### config.mk
export PLATFORM = sky130hd
export DESIGN_NAME = sfc_mac
export DESIGN_NICKNAME = d
export VERILOG_FILES = /design/src/rtl/sfc_mac.sv
export SDC_FILE = /design/constraint.sdc
export NUM_CORES = 2
export LEC_CHECK = 0
export BUFFER_PORTS_ARGS = -buffer_cell sky130_fd_sc_hd__buf_2
export CORE_ASPECT_RATIO = 0.7
export CORE_UTILIZATION = 55
export DETAILED_ROUTE_END_ITERATION = 8
export PLACE_DENSITY = 0.72
export SLEW_MARGIN = 30
export SYNTH_ARGS = -nofsm -noshare
export SYNTH_HDL_FRONTEND = slang
export SYNTH_SLANG_ARGS = --single-unit
### constraint.sdc
create_clock -name i_clk -period 9.3 [get_ports i_clk]
set_clock_uncertainty 0.15 [all_clocks]
set_input_delay 0.465 -clock i_clk [delete_from_list [all_inputs] [get_ports i_clk]]
set_output_delay 0.465 -clock i_clk [all_outputs]
set_load 0.01 [all_outputs]
### src/rtl/sfc_mac.sv
// Shared 32x32 multiplier with floor shift and wide accumulator.
module sfc_mac (
    input  logic               i_clk,
    input  logic               i_clear,
    input  logic               i_en,
    input  logic signed [31:0] i_a,
    input  logic signed [31:0] i_b,
    input  logic               i_add_en,
    input  logic signed [31:0] i_add,
    output logic signed [50:0] o_acc
);
    logic signed [63:0] r_prod;
    logic               r_prod_v;
    logic signed [50:0] r_acc;
    logic signed [50:0] n_acc;

    // Arithmetic shift right floors, matching rounding toward minus infinity.
    always_comb begin
        n_acc = r_acc;
        if (r_prod_v) n_acc = n_acc + 51'(r_prod >>> 16);
        if (i_add_en) n_acc = n_acc + 51'(i_add);
    end

    always_ff @(posedge i_clk) begin
        r_prod   <= 64'(i_a) * 64'(i_b);
        r_prod_v <= i_en;
        if (i_clear) r_acc <= '0;
        else         r_acc <= n_acc;
    end

    assign o_acc = r_acc;
endmodule

### Word level (Yosys, flattened, before mapping)

Index checks and enable logic that the tools add are counted.

* multiplexer cells: 2
* add/sub/neg operators: 2
* $mul: 1

Operators with widths (number)
* $mux 51: 2
* $mul 32x32->64: 1
* $add 51x32->51: 1
* $add 51x48->51: 1

* output and inout port bits: 51
* register bits after elaboration: 116
* input bits: 100
* logic and storage cells: 8

### Longest topological paths before layout

* depth in word-level cells: 4
* gate-level depth with buffers: 28

### Least setup slack after synthesis

OpenSTA, ideal clock, no wires.

* path kind: input port to flip-flop
* start: input port i_b[2]
* end: register r_prod[63]
* arrival: 7673 ps
* stages: 24
* path slack: 1416 ps
* buffers on the path: 1
* cells stage by stage: clkbuf_1 > nand2_1 > inv_1 > fa_1 > fa_1 > fa_1 > fa_1 > inv_1 > fa_1 > inv_1 > fa_1 > inv_1 > fa_1 > inv_1 > fa_1 > ha_1 > a21o_1 > a21o_1 > a21o_1 > a21o_1 > a41oi_2 > o21ai_2 > a2111o_1 > nand3_1

* cells in the longest elaborated chain, start to end: 1

RTL lines
* start, declared: RTL line 7 `input logic signed [31:0] i_b,`
* $mul 32x32->64: RTL line 25 `r_prod <= 64'(i_a) * 64'(i_b);`
* end signal, assigned: RTL line 25
* end, declared: RTL line 12 `logic signed [63:0] r_prod;`

No other way between the ends.
A chain may end at the register's enable or synchronous reset.

### Worst setup path after layout

* start: input port i_b[8]
* end: register r_prod[63]

Same word-level chain as after synthesis.

==> results.yml <==
setup_path:
  required_ps: 9470
  critical_path_class: "in2reg"
  ff2ff_path_depth: 21
  reg2reg_slack_ps: 3410
  crit_path_start_kind: "input port"
  crit_fanout: 32
  worstReg2RegStart: "o_acc[0]$_SDFF_PP0_"
  r2r_end: "o_acc[43]$_SDFF_PP0_"
  cp.arrival_ps: 8580
  end_kind: "flop"
grt:
  use_met2_pct: 46.2
  grt_pass1_vias: 34300
  use_met3_pct: 5.43
  overflow: 0
  grt_max_degree: 70
  track_usage_pct: 28.9
  grt_pass1_wl_mm: 186
  antenna_found_initial: 4
  use_met1_pct: 41.0
  top_usage_layer: "met2"
placement:
  dp_hpwl_mm: 95.6
  dp.cells: 5828
  portBuffers: 150
  gp_congestion: 0.912
drt:
  final_antenna_net_count: 0
  num_vias: 32400
  vias_per_cell: 5.55
  route.detailed.drc: 0
  routedWlPerCell_um: 19.5
  routed_wl_mm: 114
  drtIter0Drc: 2313
  first_pass_iters: 6
timing:
  holdWs_ps: 53.1
  worst_pin_slew_ps: 850
  slew_viol_final: 0
  fmax_mhz: 119
  hold_viol: 0
  setup_viol: 0
  setup_tns_ps: 0
  period_share_pct: 90.5
  rsz0062_at_grt: "no"
  period_minus_slack_ps: 8420
  maxSlewHeadroom_pct: 43.3
synthesis:
  synth-edff-count: 0
  ys_ff_latch: 100
  synth_area_sq_um: 44400
  ys_types: 90
  yosysWarnings: 0
  synth_fa_ha_area_share_pct: 56.8
  synthFlopType: "dfxtp_1"
  postSynthNetCount: 6287
  synth_seq_area_share_pct: 4.51
  synth_xor_area_share_pct: 2.80
  async_flop_share_pct: 0
  synthSimpleGateAreaFrac_pct: 15.9
  avgSynthCellArea_sq_um: 9.20
  synth-compound-area-share_pct: 8.61
  synth_top_family_by_area: "adder cells"
  syn_inst: 4824
  muxShareOfSynthArea_pct: 0.959
clocking:
  cts_setup_buffers: 0
  cts_made_buffers: 9
  hold_buffers: 0
  clockBufferDepth: 2
  clk_pin_slew_ps: 80
  cts_sinks: 100
  cts_tree: "yes"
  insertion_delay_ps: 370
  cts-resized-gates: 0
  htreeDepth: 3
  cts_root_buf: "clkbuf_16"
floorplanning:
  die_width_um: 341
  die_area_sq_um: 81800
  die_h_um: 240
  num_rows: 86
  core_sq_um: 79300
  ioPinCount: 151
  start_util_pct: 55.9
layout:
  instances_no_fill: 5845
  finish.utilization_pct: 58.2
  final_common_cell: "fa_1"
  nNetsFinal: 6247
  drive_above_1_share_pct: 6.02
  final_cell_mix: "fa_1 (1083), inv_1 (984), nand2_1 (573)"
  syn2layout_area_growth_pct: 4.10
job:
  maxCapViolations: 0
min_path:
  holdPathStages: 1
  whs_endpoint: "r_prod_v$_DFF_P_"
  hold_class: "in2reg"
  holdCritStartpoint: "i_en"
outcome:
  status: "finished clean"
==> cell families (layout without fill, tap and decap cells) <==
logic type | after synthesis | in the layout
muxes | 38 | 38
AOI/OAI and AO/OA | 549 | 549
other | 0 | 1
buffers and inverters | 1232 | 1196
adders and majority gates | 1363 | 1363
and+or+nand+nor | 1402 | 1402
DFF | 100 | 100
xor gates and xnor gates | 140 | 140
==> worst max-delay path by stage <==
stage / startpoint / end / cells after the start
after floorplan: i_b[2] / r_prod[63]$_DFF_P_ / 24
after global placement: i_b[8] / r_prod[63]$_DFF_P_ / 23
after detailed placement: i_b[8] / r_prod[63]$_DFF_P_ / 23
after CTS: i_b[8] / r_prod[63]$_DFF_P_ / 23
after global routing: i_b[8] / r_prod[63]$_DFF_P_ / 23
final: i_b[8] / r_prod[63]$_DFF_P_ / 23
==> cells in the mapped netlist (19+ instances only) <==
cell type | n | area (sq um)
nor3_1 | 24 | 120
xnor2_1 | 96 | 841
ha_1 | 280 | 3500
a31oi_1 | 23 | 144
nor2_1 | 112 | 420
mux2_2 | 32 | 360
clkbuf_1 | 228 | 856
o21bai_1 | 19 | 143
a21o_1 | 100 | 751
a211oi_1 | 37 | 278
fa_1 | 1083 | 21700
and2_1 | 517 | 3230
nand3_1 | 26 | 130
nor2b_1 | 49 | 307
nand2b_1 | 22 | 138
nand4_1 | 28 | 175
a21oi_1 | 143 | 716
inv_1 | 984 | 3690
nand2_1 | 573 | 2150
o21a_1 | 27 | 203
dfxtp_1 | 100 | 2000
xor2_1 | 43 | 377
o21ai_0 | 70 | 350
==> metrics by stage <==
stage	instance area (sq um)	setup slack (ps)
finish	46200	884
CTS	46200	975
floorplan	44400	1420
global placement	45800	688
detailed placement	45800	610
global route	46200	590
==> layer usage <==
metal  vias to the layer above  share of wire [%]
met5                         -              0.020
met4                         4                2.4
met3                       206                8.0
met2                      1215                 46
met1                     16500                 43
li1                      14500                  -
==> final cells by class <==
class                           count  area [sq um]
Antenna cell                        1          2.50
Fill cell                        6865         33100
Clock inverter                      4          73.8
Multi-Input combinational cell   3492         37700
Clock buffer                       11           243
Sequential cell                   100          2000
Timing Repair Buffer              197          1120
Tap cell                         1056          1320
Inverter                          984          3690
==> registers in the layout, indices dropped and copies added (netlist names) <==
register,count
r_prod_v,1
o_acc,51
r_prod,48
==> critical path, stage by stage <==
cell and delay, ps:
buf_2 570, nand2_1 280, fa_1 560, inv_1 50
fa_1 540, inv_1 70, fa_1 510, fa_1 510
inv_1 50, fa_1 610, fa_1 440, fa_1 520
fa_1 430, ha_1 390, a21oi_1 210, o21ai_0 290
or4b_1 600, nor3_2 330, o21ai_1 170, a41oi_2 280
o21ai_2 130, a2111o_1 420, nand3_1 80
Power is not shown: default switching activity piles up to over one toggle a cycle in this logic, so the estimate is an artifact.
