===== src/rtl/sfc_sqrt.sv =====
// Iterative floor integer square root, one result bit per cycle.
module sfc_sqrt (
    input  logic                i_clk,
    input  logic                i_rst_n,
    input  logic                i_start,
    input  logic [38:0]         i_value,
    output logic                o_busy,
    output logic                o_done,
    output logic [19:0]         o_root
);
    // Radicand is value << 16, at most 55 bits, so 28 root steps run; the
    // largest value (2^23 Q16.16 << 16) gives a root under 2^20.
    logic [55:0] r_rem;
    logic [27:0] r_root;
    logic [4:0]  r_cnt;
    logic        r_busy;
    logic        r_done;
    logic [55:0] r_val;

    logic [29:0] trial;
    logic [29:0] rem_hi;
    logic [55:0] n_rem;
    logic [27:0] n_root;

    always_comb begin
        rem_hi = {r_rem[27:0], r_val[55:54]};
        trial  = {r_root, 2'b01};
        if (rem_hi >= trial) begin
            n_rem  = {26'd0, rem_hi - trial};
            n_root = {r_root[26:0], 1'b1};
        end else begin
            n_rem  = {26'd0, rem_hi};
            n_root = {r_root[26:0], 1'b0};
        end
    end

    always_ff @(posedge i_clk) begin
        if (!i_rst_n) begin
            r_busy <= 1'b0;
            r_done <= 1'b0;
            r_cnt  <= '0;
        end else begin
            r_done <= 1'b0;
            if (i_start) begin
                r_busy <= 1'b1;
                r_cnt  <= 5'd27;
                r_rem  <= '0;
                r_root <= '0;
                r_val  <= {1'b0, i_value, 16'd0};
            end else if (r_busy) begin
                r_rem  <= n_rem;
                r_root <= n_root;
                r_val  <= {r_val[53:0], 2'b00};
                r_cnt  <= r_cnt - 5'd1;
                if (r_cnt == 5'd0) begin
                    r_busy <= 1'b0;
                    r_done <= 1'b1;
                end
            end
        end
    end

    assign o_busy = r_busy;
    assign o_done = r_done;
    assign o_root = r_root[19:0];
endmodule


===== config.mk =====
export PLATFORM = sky130hd
export DESIGN_NAME = sfc_sqrt
export DESIGN_NICKNAME = d
export VERILOG_FILES = /design/src/rtl/sfc_sqrt.sv
export SDC_FILE = /design/constraint.sdc
export NUM_CORES = 1
export LEC_CHECK = 0
export ABC_AREA = 1
export BUFFER_PORTS_ARGS = -buffer_cell sky130_fd_sc_hd__buf_2
export CAP_MARGIN = 10
export CORE_UTILIZATION = 30
export DETAILED_ROUTE_END_ITERATION = 10
export PLACE_DENSITY_LB_ADDON = 0.25
export RECOVER_POWER = 100
export SLEW_MARGIN = 40
export SYNTH_ARGS = -nofsm -noshare
export SYNTH_HDL_FRONTEND = slang
export SYNTH_SLANG_ARGS = --single-unit

===== constraint.sdc =====
create_clock -name i_clk -period 5.1 [get_ports i_clk]
set_input_delay 0.255 -clock i_clk [delete_from_list [all_inputs] [get_ports i_clk]]
set_output_delay 0.255 -clock i_clk [all_outputs]
set_load 0.03 [all_outputs]

# Yosys cells after proc, flatten, opt, wreduce, memory -nomap -nowiden
# Cells that the tools add are included.
# classes
reduce_logical	5
magnitude_cmp	1
mux	12
n_bitwise	2
n_addsub	2
# ops
operator	count
two-way mux 28 bit	3
two-way mux 56 bit	1
two-way mux 55 bit	1
>= comparator 30 bit	1
subtractor 28 bit	1
two-way mux 5 bit	2
zero test 5 bit	1
two-way mux 1 bit	5
subtractor 5 x 1 -> 5 bit (second input constant)	1
OR reduction 3 bit	1
inverter 1 bit	2
AND reduction 2 bit	1
nonzero test 2 bit	1
OR reduction 2 bit	1
# word_totals
register_bits	117
in_bits	42

# Logic depth before layout (Yosys ltp)
# Gate-level depths: netlist of the first run.
# logic_depth
depth_word	4
ltp_mapped	16
mapped_depth_nobuf	16

# Worst setup path after synthesis of the first run
# No wires, ideal clock.
# synth_timing
path_kind	flip-flop to flip-flop
from	register r_busy, in the netlist o_busy
to	register r_busy, in the netlist o_busy
n_path_buf	0
required_time_ns	5.023
setup_slack_ns	-0.259
stages_incl_launch_ff	5
setup_ns	0.077
arrival_time_ns	5.282
path_cell_list	dfxtp_1 nor2_1 nor2_1 o21ai_0 inv_1
# synth_via
elab_chain_len	2
# synth_lines
element	line	rtl
start: declaration	16	logic r_busy;
start signal: assignment	39	r_busy <= 1'b0;
start signal: assignment	45	r_busy <= 1'b1;
start signal: assignment	56	r_busy <= 1'b0;
two-way mux 1 bit	50	end else if (r_busy) begin
two-way mux 1 bit	44	if (i_start) begin
# No other way between the ends.
# A chain may end at the register's enable or synchronous reset.

# Worst setup path in the final report of the first run
# layout_timing
from	register r_busy, in the netlist o_busy
to	register r_rem[11], enable pin
# layout_via
elab_chain_len	2
# layout_lines
element	line	rtl
nonzero test 2 bit (no source line)	--	
AND reduction 2 bit (no source line)	--	
end signal: assignment	51	r_rem <= n_rem;
end: declaration	13	logic [55:0] r_rem;
# No other way between the ends.

==> results of run 1 <==
worst min-delay path by stage:
stage	start	end	slack, ps	cells past startpoint
2_1_floorplan	i_rst_n	r_cnt[0]$_SDFFE_PN0N_	350	2
3_3_place_gp	r_cnt[4]$_SDFFE_PN0N_	r_cnt[4]$_SDFFE_PN0N_	470	2
3_5_place_dp	r_cnt[4]$_SDFFE_PN0N_	r_cnt[4]$_SDFFE_PN0N_	470	2
4_1_cts	i_rst_n	r_cnt[0]$_SDFFE_PN0N_	100	3
5_1_grt	i_rst_n	r_cnt[0]$_SDFFE_PN0N_	120	3
6_report	i_rst_n	r_cnt[0]$_SDFFE_PN0N_	110	3
cell usage in the layout (no fill, tap or decap):
cell type	netlist	routed
clkinv_1	2	1
a31oi_1	3	3
nand2_2	3	1
clkbuf_2	0	1
a21oi_1	16	16
dfxtp_1	7	7
inv_1	146	147
inv_4	0	1
edfxtp_1	96	96
nand3_4	1	1
a21o_1	2	2
clkinv_8	0	2
a21oi_2	1	1
and2_1	3	3
o21ai_0	4	4
nand2_1	391	393
nor2_2	2	2
clkbuf_16	0	9
buf_4	20	1
xnor2_1	12	12
nand3_1	26	27
nor3b_1	2	2
buf_2	0	40
or2_2	1	1
ha_1	32	32
nor2_1	119	119
nand3b_1	5	5
nand4_1	8	8
o21bai_1	1	1
xor2_1	2	2
inv_2	1	1
clkinv_4	0	1
inv_6	0	3
clkbuf_1	13	26
nor3_1	3	3
power breakdown:
part           switching, mW  internal [mW]
Sequential            0.0269           1.01
Combinational          0.415          0.205
Clock                  0.371          0.347
area by class of cell:
cell class	instances	area [µm²]
clock inverters	7	73.8
repair buffers	68	310
inverters	149	559
clock buffers	9	225
multi-input cells	638	2910
well taps	280	350
fillers	2388	14500
flip-flops and latches	103	3020
worst max-delay path, delay by kind of cell, from the launching register on:
| family | cells | cell delay [ps] |
|---|---|---|
| buf+inv | 2 | 1660 |
| flops | 1 | 460 |
| simple gates | 2 | 1090 |
logic make-up (layout without fill, tap and decap cells):
family | after synthesis | count (layout) | synth area share [%]
buffers and inverters | 189 | 233 | 12.2
XOR/XNOR | 14 | 14 | 1.81
AO/OA/AOI/OAI | 27 | 27 | 2.22
AND/OR/NAND/NOR | 565 | 565 | 33.2
adder cells (fa/ha/maj) | 32 | 32 | 5.92
flip-flops | 103 | 103 | 44.7
registers in the layout, indices dropped and copies added, names as in the netlist:
| name | count |
|---|---|
| r_val | 40 |
| r_rem | 28 |
| r_root | 28 |
| r_cnt | 5 |
| o_busy | 1 |
| o_done | 1 |
stage by stage:
stage          utilization, %  setup WS [ps]
6_report                 33.9           1470
5_1_grt                  33.9           1050
4_1_cts                  34.3           2340
3_5_place_dp             32.9           2360
3_3_place_gp             32.8           2430
2_1_floorplan               -           1420
metal layers:
metal	vias up	part of all wire (%)	global-route usage, %
met5	-	0	0
met4	0	1.5	4.18
met3	18	4.5	3.33
met2	91	44	22.4
met1	2334	50	19.0
li1	2909	-	-
==> impl_metrics.json, run 1 <==
{
  "portBuffers": 63,
  "yosysMostFrequentCell": "nand2_1",
  "vias": 5352,
  "power_mw": 2.37,
  "rows": 54,
  "cp_data_required_time_ps": 5090,
  "rsz0062_at_grt": "no",
  "postPlaceCellArea_mm2": 0.00723,
  "p_leak_nw": 3.79,
  "cp.arrival_ps": 3620,
  "die_w_um": 152,
  "crit_path_start_kind": "flop",
  "drv_cap": 2,
  "fin_crit_sh_pct": 71.2,
  "drive_gt1_share_pct": 6.67,
  "cts_buffer_depth": 2,
  "critPathMostFrequentCell": "nor2_1",
  "period_needed_ps": 3630,
  "wl_per_cell_um": 12.4,
  "peakVddDrop_v": 0.000154,
  "clock_latency_ps": 370,
  "worst_pin_slew_ps": 2110,
  "synth_cell_type_count": 31,
  "grt_usage_pct": 14.1,
  "yosys.area.top_type": "edfxtp_1",
  "skew_ps": 15.5,
  "yosys_warnings": 0,
  "slew_violations": 78,
  "cts.sinks": 103,
  "post-route-drc-count": 2,
  "crit_path_end": "r_rem[11]$_SDFFCE_PP0P_",
  "synth-edff-count": 96,
  "antennaDiodeCount": 0,
  "startpoint": "o_busy$_SDFF_PN0_",
  "fp.coreArea_mm2": 0.0220,
  "slowest_delay_ps": 990,
  "syn_inst": 930,
  "cts_tree": "yes",
  "status": "complete, but fails checks",
  "drt_iter0_markers": 259,
  "reg2reg_to": "r_rem[11]$_SDFFCE_PP0P_",
  "syn_to_final_growth_pct": 10.2,
  "hold_buffers": 0,
  "nets": 1043,
  "maxSlewHeadroom_pct": -40.9,
  "cp_slowest_cell": "nor2_1",
  "die_area_mm2": 0.0232,
  "fmax_mhz": 275,
  "ys_seq_elements": 103,
  "crit_path_cell_trace": "nor2_1 > nor2_1 > clkbuf_1 > clkbuf_2",
  "reg2reg_depth": 4,
  "gp_congestion": 0.881,
  "rr_startpoint": "o_busy$_SDFF_PN0_",
  "synth_ff_type": "edfxtp_1",
  "cts_buffers": 9,
  "avgSynthCellArea_um2": 7.27,
  "clk_pin_slew_ps": 90,
  "first_global_vias": 5270,
  "post_cts_buffers": 0,
  "start_util_pct": 30.8,
  "grt_max_degree": 72,
  "cts_resized": 0,
  "synth_common_cells": "nand2_1, inv_1, nor2_1, edfxtp_1, ha_1",
  "yosys.area.top_type_share_pct": 42.6,
  "drt-total-wl_um": 15600,
  "crit_path_max_fanout": 35,
  "hpwl_um": 11500,
  "violations": "DRC, capacitance limit, slew limit",
  "instances_no_fill": 1254,
  "critPathKind": "reg -> reg",
  "powerDensity_mw_per_mm2": 319,
  "drtAntennaViolNets": 0,
  "cts.htree.levels": 3,
  "ys_seq_area_share_pct": 44.7,
  "cts_root_buffer": "clkbuf_16",
  "timing.hold.ws_ps": 111,
  "die_h_um": 152,
  "hold_viol": 0,
  "ioPinCount": 64,
  "cp-end-kind": "flop",
  "stdcell_area_mm2": 0.00745,
  "fin_tns_setup_ps": 0,
  "grt_pass1_wl_um": 26100,
  "ff2ff_setup_slack_ps": 1470,
  "drt_pass1_iterations": 7,
  "synth_fp_nets": 1004,
  "finalSetupViolCount": 0,
  "synthTopCellsByArea": "edfxtp_1, nand2_1, inv_1, nor2_1, ha_1",
  "hp-class": "in -> reg",
  "dp_cells": 1238,
  "synthArstFlopShare_pct": 0,
  "antenna_found_initial": 0,
  "synth_area_mm2": 0.00676,
  "vias_per_cell": 4.27,
  "grt-ovfl-total": 0
}
Power figures use the tool's default switching activity.
==> run 2, diff against run 1 <==
Clock period 5.1 ns to 3.65 ns, I/O delays scaled along.
==> impl_metrics.json, run 2 (synthesis results as in run 1) <==
{
  "status": "complete, but fails checks",
  "violations": "DRC, capacitance limit, slew limit",
  "highest_layer": "met4",
  "clk_pin_slew_ps": 80,
  "drtAntennaViolNets": 0,
  "post_cts_buffers": 0,
  "crit_path_start_kind": "input port",
  "vias_per_cell": 4.31,
  "reg_top3": "r_val: 40 flops, r_rem: 28 flops, r_root: 28 flops",
  "skew_ps": 12.5,
  "wl_per_cell_um": 12.2,
  "nets": 1044,
  "wl_met3_um": 621,
  "cp_data_required_time_ps": 3760,
  "hold_buffers": 0,
  "critPathKind": "in -> reg",
  "dp_slack_ps": 954,
  "portBuffers": 63,
  "holdPathStages": 3,
  "powerDensity_mw_per_mm2": 452,
  "fin_crit_sh_pct": 79.8,
  "cts.htree.levels": 3,
  "rsz0062_at_grt": "no",
  "drt-total-wl_um": 15300,
  "cts_root_buffer": "clkbuf_16",
  "drt_pass1_iterations": 7,
  "finalSetupViolCount": 0,
  "hold_viol": 0,
  "drt_iter0_markers": 333,
  "cp-end-kind": "flop",
  "peakVddDrop_v": 0.000216,
  "cts_buffers": 9,
  "die_h_um": 152,
  "drive_gt1_share_pct": 7.38,
  "worst_pin_slew_ps": 1760,
  "grt_pass1_wl_um": 25900,
  "maxSlewHeadroom_pct": -18.3,
  "grt-ovfl-total": 0,
  "vias": 5409,
  "hp-class": "in -> reg",
  "fin_ws_ps": 737,
  "grt_usage_pct": 14.0,
  "rr_startpoint": "r_root[19]$_SDFFCE_PP0P_",
  "syn_to_final_growth_pct": 11.2,
  "reg2reg_to": "r_rem[25]$_SDFFCE_PP0P_",
  "start_util_pct": 30.8,
  "gp_congestion": 0.924,
  "drv_cap": 2,
  "largest_reg_flops": 40,
  "slew_violations": 89,
  "p_leak_nw": 3.82,
  "cp.arrival_ps": 3030,
  "fmax_mhz": 343,
  "cts_tree": "yes",
  "stdcell_area_mm2": 0.00752,
  "cts.sinks": 103,
  "dp_cells": 1239,
  "hp-start": "i_rst_n",
  "reg2reg_depth": 12,
  "regMostFlops": "r_val",
  "ff2ff_setup_slack_ps": 980,
  "power_mw": 3.40,
  "post-route-drc-count": 3,
  "crit_path_max_fanout": 47,
  "antennaDiodeCount": 0,
  "antenna_found_initial": 0,
  "die_area_mm2": 0.0232,
  "hpwl_um": 11400,
  "cts_resized": 0,
  "fp.coreArea_mm2": 0.0220,
  "fillers": 2382,
  "rows": 54,
  "ioPinCount": 64,
  "cts_buffer_depth": 2,
  "min_to": "r_cnt[0]$_SDFFE_PN0N_",
  "instances_no_fill": 1255,
  "fin_tns_setup_ps": 0,
  "first_global_vias": 5244,
  "die_w_um": 152,
  "wl_met2_um": 6790,
  "final_common_cell": "nand2_1",
  "clock_latency_ps": 360,
  "period_needed_ps": 2910,
  "final_cell_mix": "nand2_1, inv_1, nor2_1",
  "met1_length_um": 7660,
  "postPlaceCellArea_mm2": 0.00726,
  "grt_max_degree": 55
}
-- run 2: through the flow --
stage                     hold slack, ps  utilization [%]
final                               48.0             34.3
after floorplan                      280                -
after global routing                59.3             34.3
after detailed placement             424             33.1
after CTS                           36.8             34.6
after global placement               421             33.0
-- run 2: area by class of cell --
type	instances	area (µm²)	share of cell area, %
flip-flops and latches	103	3020	40.2
multi-input cells	638	2920	38.8
inverters	149	561	7.45
well taps	280	350	4.66
repair buffers	69	335	4.46
clock buffers	9	225	2.99
clock inverters	7	110	1.46
-- run 2: power breakdown --
group          internal, mW  leakage (nW)  switching (mW)
Combinational         0.292          2.66           0.575
Clock                 0.563         0.162           0.526
Sequential             1.41         0.991          0.0373
Total                  2.26          3.82            1.14
-- run 2: worst max path at each step --
stage,startpoint,endpoint,slack (ps),depth (start not counted)
finish,i_start,r_val[50]$_DFFE_PP_,740,6
global route,i_start,r_rem[25]$_SDFFCE_PP0P_,340,7
CTS,r_root[19]$_SDFFCE_PP0P_,r_rem[25]$_SDFFCE_PP0P_,910,12
detailed placement,r_root[19]$_SDFFCE_PP0P_,r_rem[25]$_SDFFCE_PP0P_,950,12
global placement,r_root[0]$_SDFFCE_PP0P_,r_rem[26]$_SDFFCE_PP0P_,990,14
floorplan,o_busy$_SDFF_PN0_,r_rem[0]$_SDFFCE_PP0P_,1060,2
-- run 2: critical path, cell delays in order --
cell and delay (ps):
buf_2 90, buf_4 350, clkinvlp_2 1480, buf_4 740, nand2_1 110, nand2_1 60
-- run 2: metal layers --
| metal | vias up | track usage [%] |
|---|---|---|
| met5 | - | 0 |
| met4 | 0 | 4.52 |
| met3 | 18 | 3.07 |
| met2 | 99 | 22.5 |
| met1 | 2374 | 18.6 |
| li1 | 2918 | - |
==> run 3, diff against run 2 <==
Clock period 3.65 ns to 2.7 ns, I/O delays scaled along.
==> impl_metrics.json, run 3 (synthesis results as in run 1) <==
{
  "status": "complete, but fails checks",
  "violations": "DRC, capacitance limit, slew limit",
  "rows": 54,
  "p_leak_nw": 3.83,
  "die_area_mm2": 0.0232,
  "drive_gt1_share_pct": 7.58,
  "post-route-drc-count": 2,
  "postPlaceCellArea_mm2": 0.00726,
  "rsz0062_at_grt": "no",
  "fin_tns_setup_ps": 0,
  "vias_per_cell": 4.35,
  "vias": 5464,
  "reg_top3": "r_val: 40 flops, r_rem: 28 flops, r_root: 28 flops",
  "drt-total-wl_um": 15700,
  "peakVddDrop_v": 0.000364,
  "hold_viol": 0,
  "fin_util_pct": 34.3,
  "power_mw": 4.60,
  "maxSlewHeadroom_pct": -18.0,
  "ff2ff_setup_slack_ps": 280,
  "wl_per_cell_um": 12.5,
  "instances_no_fill": 1256,
  "hp-start": "i_value[1]",
  "fmax_mhz": 413,
  "die_w_um": 152,
  "first_global_vias": 5459,
  "period_needed_ps": 2420,
  "cts_buffers": 9,
  "antenna_found_initial": 0,
  "worst_pin_slew_ps": 1770,
  "fp.coreArea_mm2": 0.0220,
  "cts_buffer_depth": 2,
  "skew_ps": 11.6,
  "final_common_cell": "nand2_1",
  "rr_startpoint": "o_busy$_SDFF_PN0_",
  "timing.hold.ws_ps": 21.5,
  "fin_ws_ps": 281,
  "crit_path_start_kind": "flop",
  "reg2reg_to": "r_root[17]$_SDFFCE_PP0P_",
  "register_area_mm2": 0.00302,
  "drv_cap": 1,
  "hpwl_um": 11400,
  "finalSetupViolCount": 0,
  "largest_reg_flops": 40,
  "fillers": 2372,
  "grt_usage_pct": 14.2,
  "gp_congestion": 0.890,
  "drtAntennaViolNets": 0,
  "dp_slack_ps": 314,
  "cp_data_required_time_ps": 2660,
  "powerDensity_mw_per_mm2": 611,
  "cp-end-kind": "flop",
  "fin_crit_sh_pct": 89.6,
  "critPathKind": "reg -> reg",
  "grt_pass1_wl_um": 26500,
  "cts_root_buffer": "clkbuf_16",
  "clock_latency_ps": 370,
  "cts_tree": "yes",
  "cp.arrival_ps": 2380,
  "dp_cells": 1239,
  "post_cts_buffers": 0,
  "drt_pass1_iterations": 7,
  "grt-ovfl-total": 0,
  "antennaDiodeCount": 0,
  "start_util_pct": 30.8,
  "crit_path_max_fanout": 66,
  "hp-class": "in -> reg",
  "final_cell_mix": "nand2_1, inv_1, nor2_1",
  "stdcell_area_mm2": 0.00753,
  "syn_to_final_growth_pct": 11.4,
  "nets": 1045,
  "clk_pin_slew_ps": 80,
  "min_to": "r_val[17]$_SDFFCE_PN0P_",
  "portBuffers": 63,
  "multi_input_area_mm2": 0.00293,
  "cts.sinks": 103,
  "cts.htree.levels": 3,
  "grt_max_degree": 69,
  "ioPinCount": 64,
  "drt_iter0_markers": 317,
  "holdPathStages": 3,
  "die_h_um": 152,
  "reg2reg_depth": 3,
  "regMostFlops": "r_val",
  "slew_violations": 67
}
==> run 3: cell type report <==
| type | count | area share (%) |
|---|---|---|
| Sequential cell | 103 | 40.1 |
| Timing Repair Buffer | 70 | 4.65 |
| Multi-Input combinational cell | 638 | 38.8 |
| Inverter | 149 | 7.42 |
| Clock inverter | 7 | 1.33 |
| Clock buffer | 9 | 2.99 |
| Tap cell | 280 | 4.65 |
==> run 3: where the power goes <==
part	internal, mW	switching (mW)	leakage [nW]
registers	1.91	0.0534	0.991
clock network	0.752	0.698	0.158
logic	0.400	0.790	2.68
total	3.06	1.54	3.83
==> run 3: timing repair <==
item	in CTS	in global routing
hold buffers	1	0
hold endpoints to repair	1	0
resized for setup	0	0
==> run 3: worst max-delay path: stages (launching register included) <==
cell      delay, ps
dfxtp_1         450
nor2_1          130
nor2_4           90
clkbuf_2       1230
==> run 3: worst max-delay path by stage <==
stage | startpoint | endpoint | slack (ps) | cells after the start
2_1_floorplan | o_busy$_SDFF_PN0_ | r_rem[0]$_SDFFCE_PP0P_ | 110 | 2
3_3_place_gp | r_root[18]$_SDFFCE_PP0P_ | r_rem[1]$_SDFFCE_PP0P_ | 330 | 11
3_5_place_dp | r_rem[14]$_SDFFCE_PP0P_ | r_rem[4]$_SDFFCE_PP0P_ | 310 | 11
4_1_cts | r_rem[16]$_SDFFCE_PP0P_ | r_rem[4]$_SDFFCE_PP0P_ | 300 | 11
5_1_grt | r_root[17]$_SDFFCE_PP0P_ | r_rem[12]$_SDFFCE_PP0P_ | 80 | 12
6_report | o_busy$_SDFF_PN0_ | r_root[17]$_SDFFCE_PP0P_ | 280 | 3
==> run 3: layer usage <==
layer  global-route usage [%]  vias up  part of all wire (%)
met5                        0        -                     0
met4                     4.86        0                   1.3
met3                     3.13       10                   4.3
met2                     22.3      103                    44
met1                     19.3     2432                    51
li1                         -     2919                     -
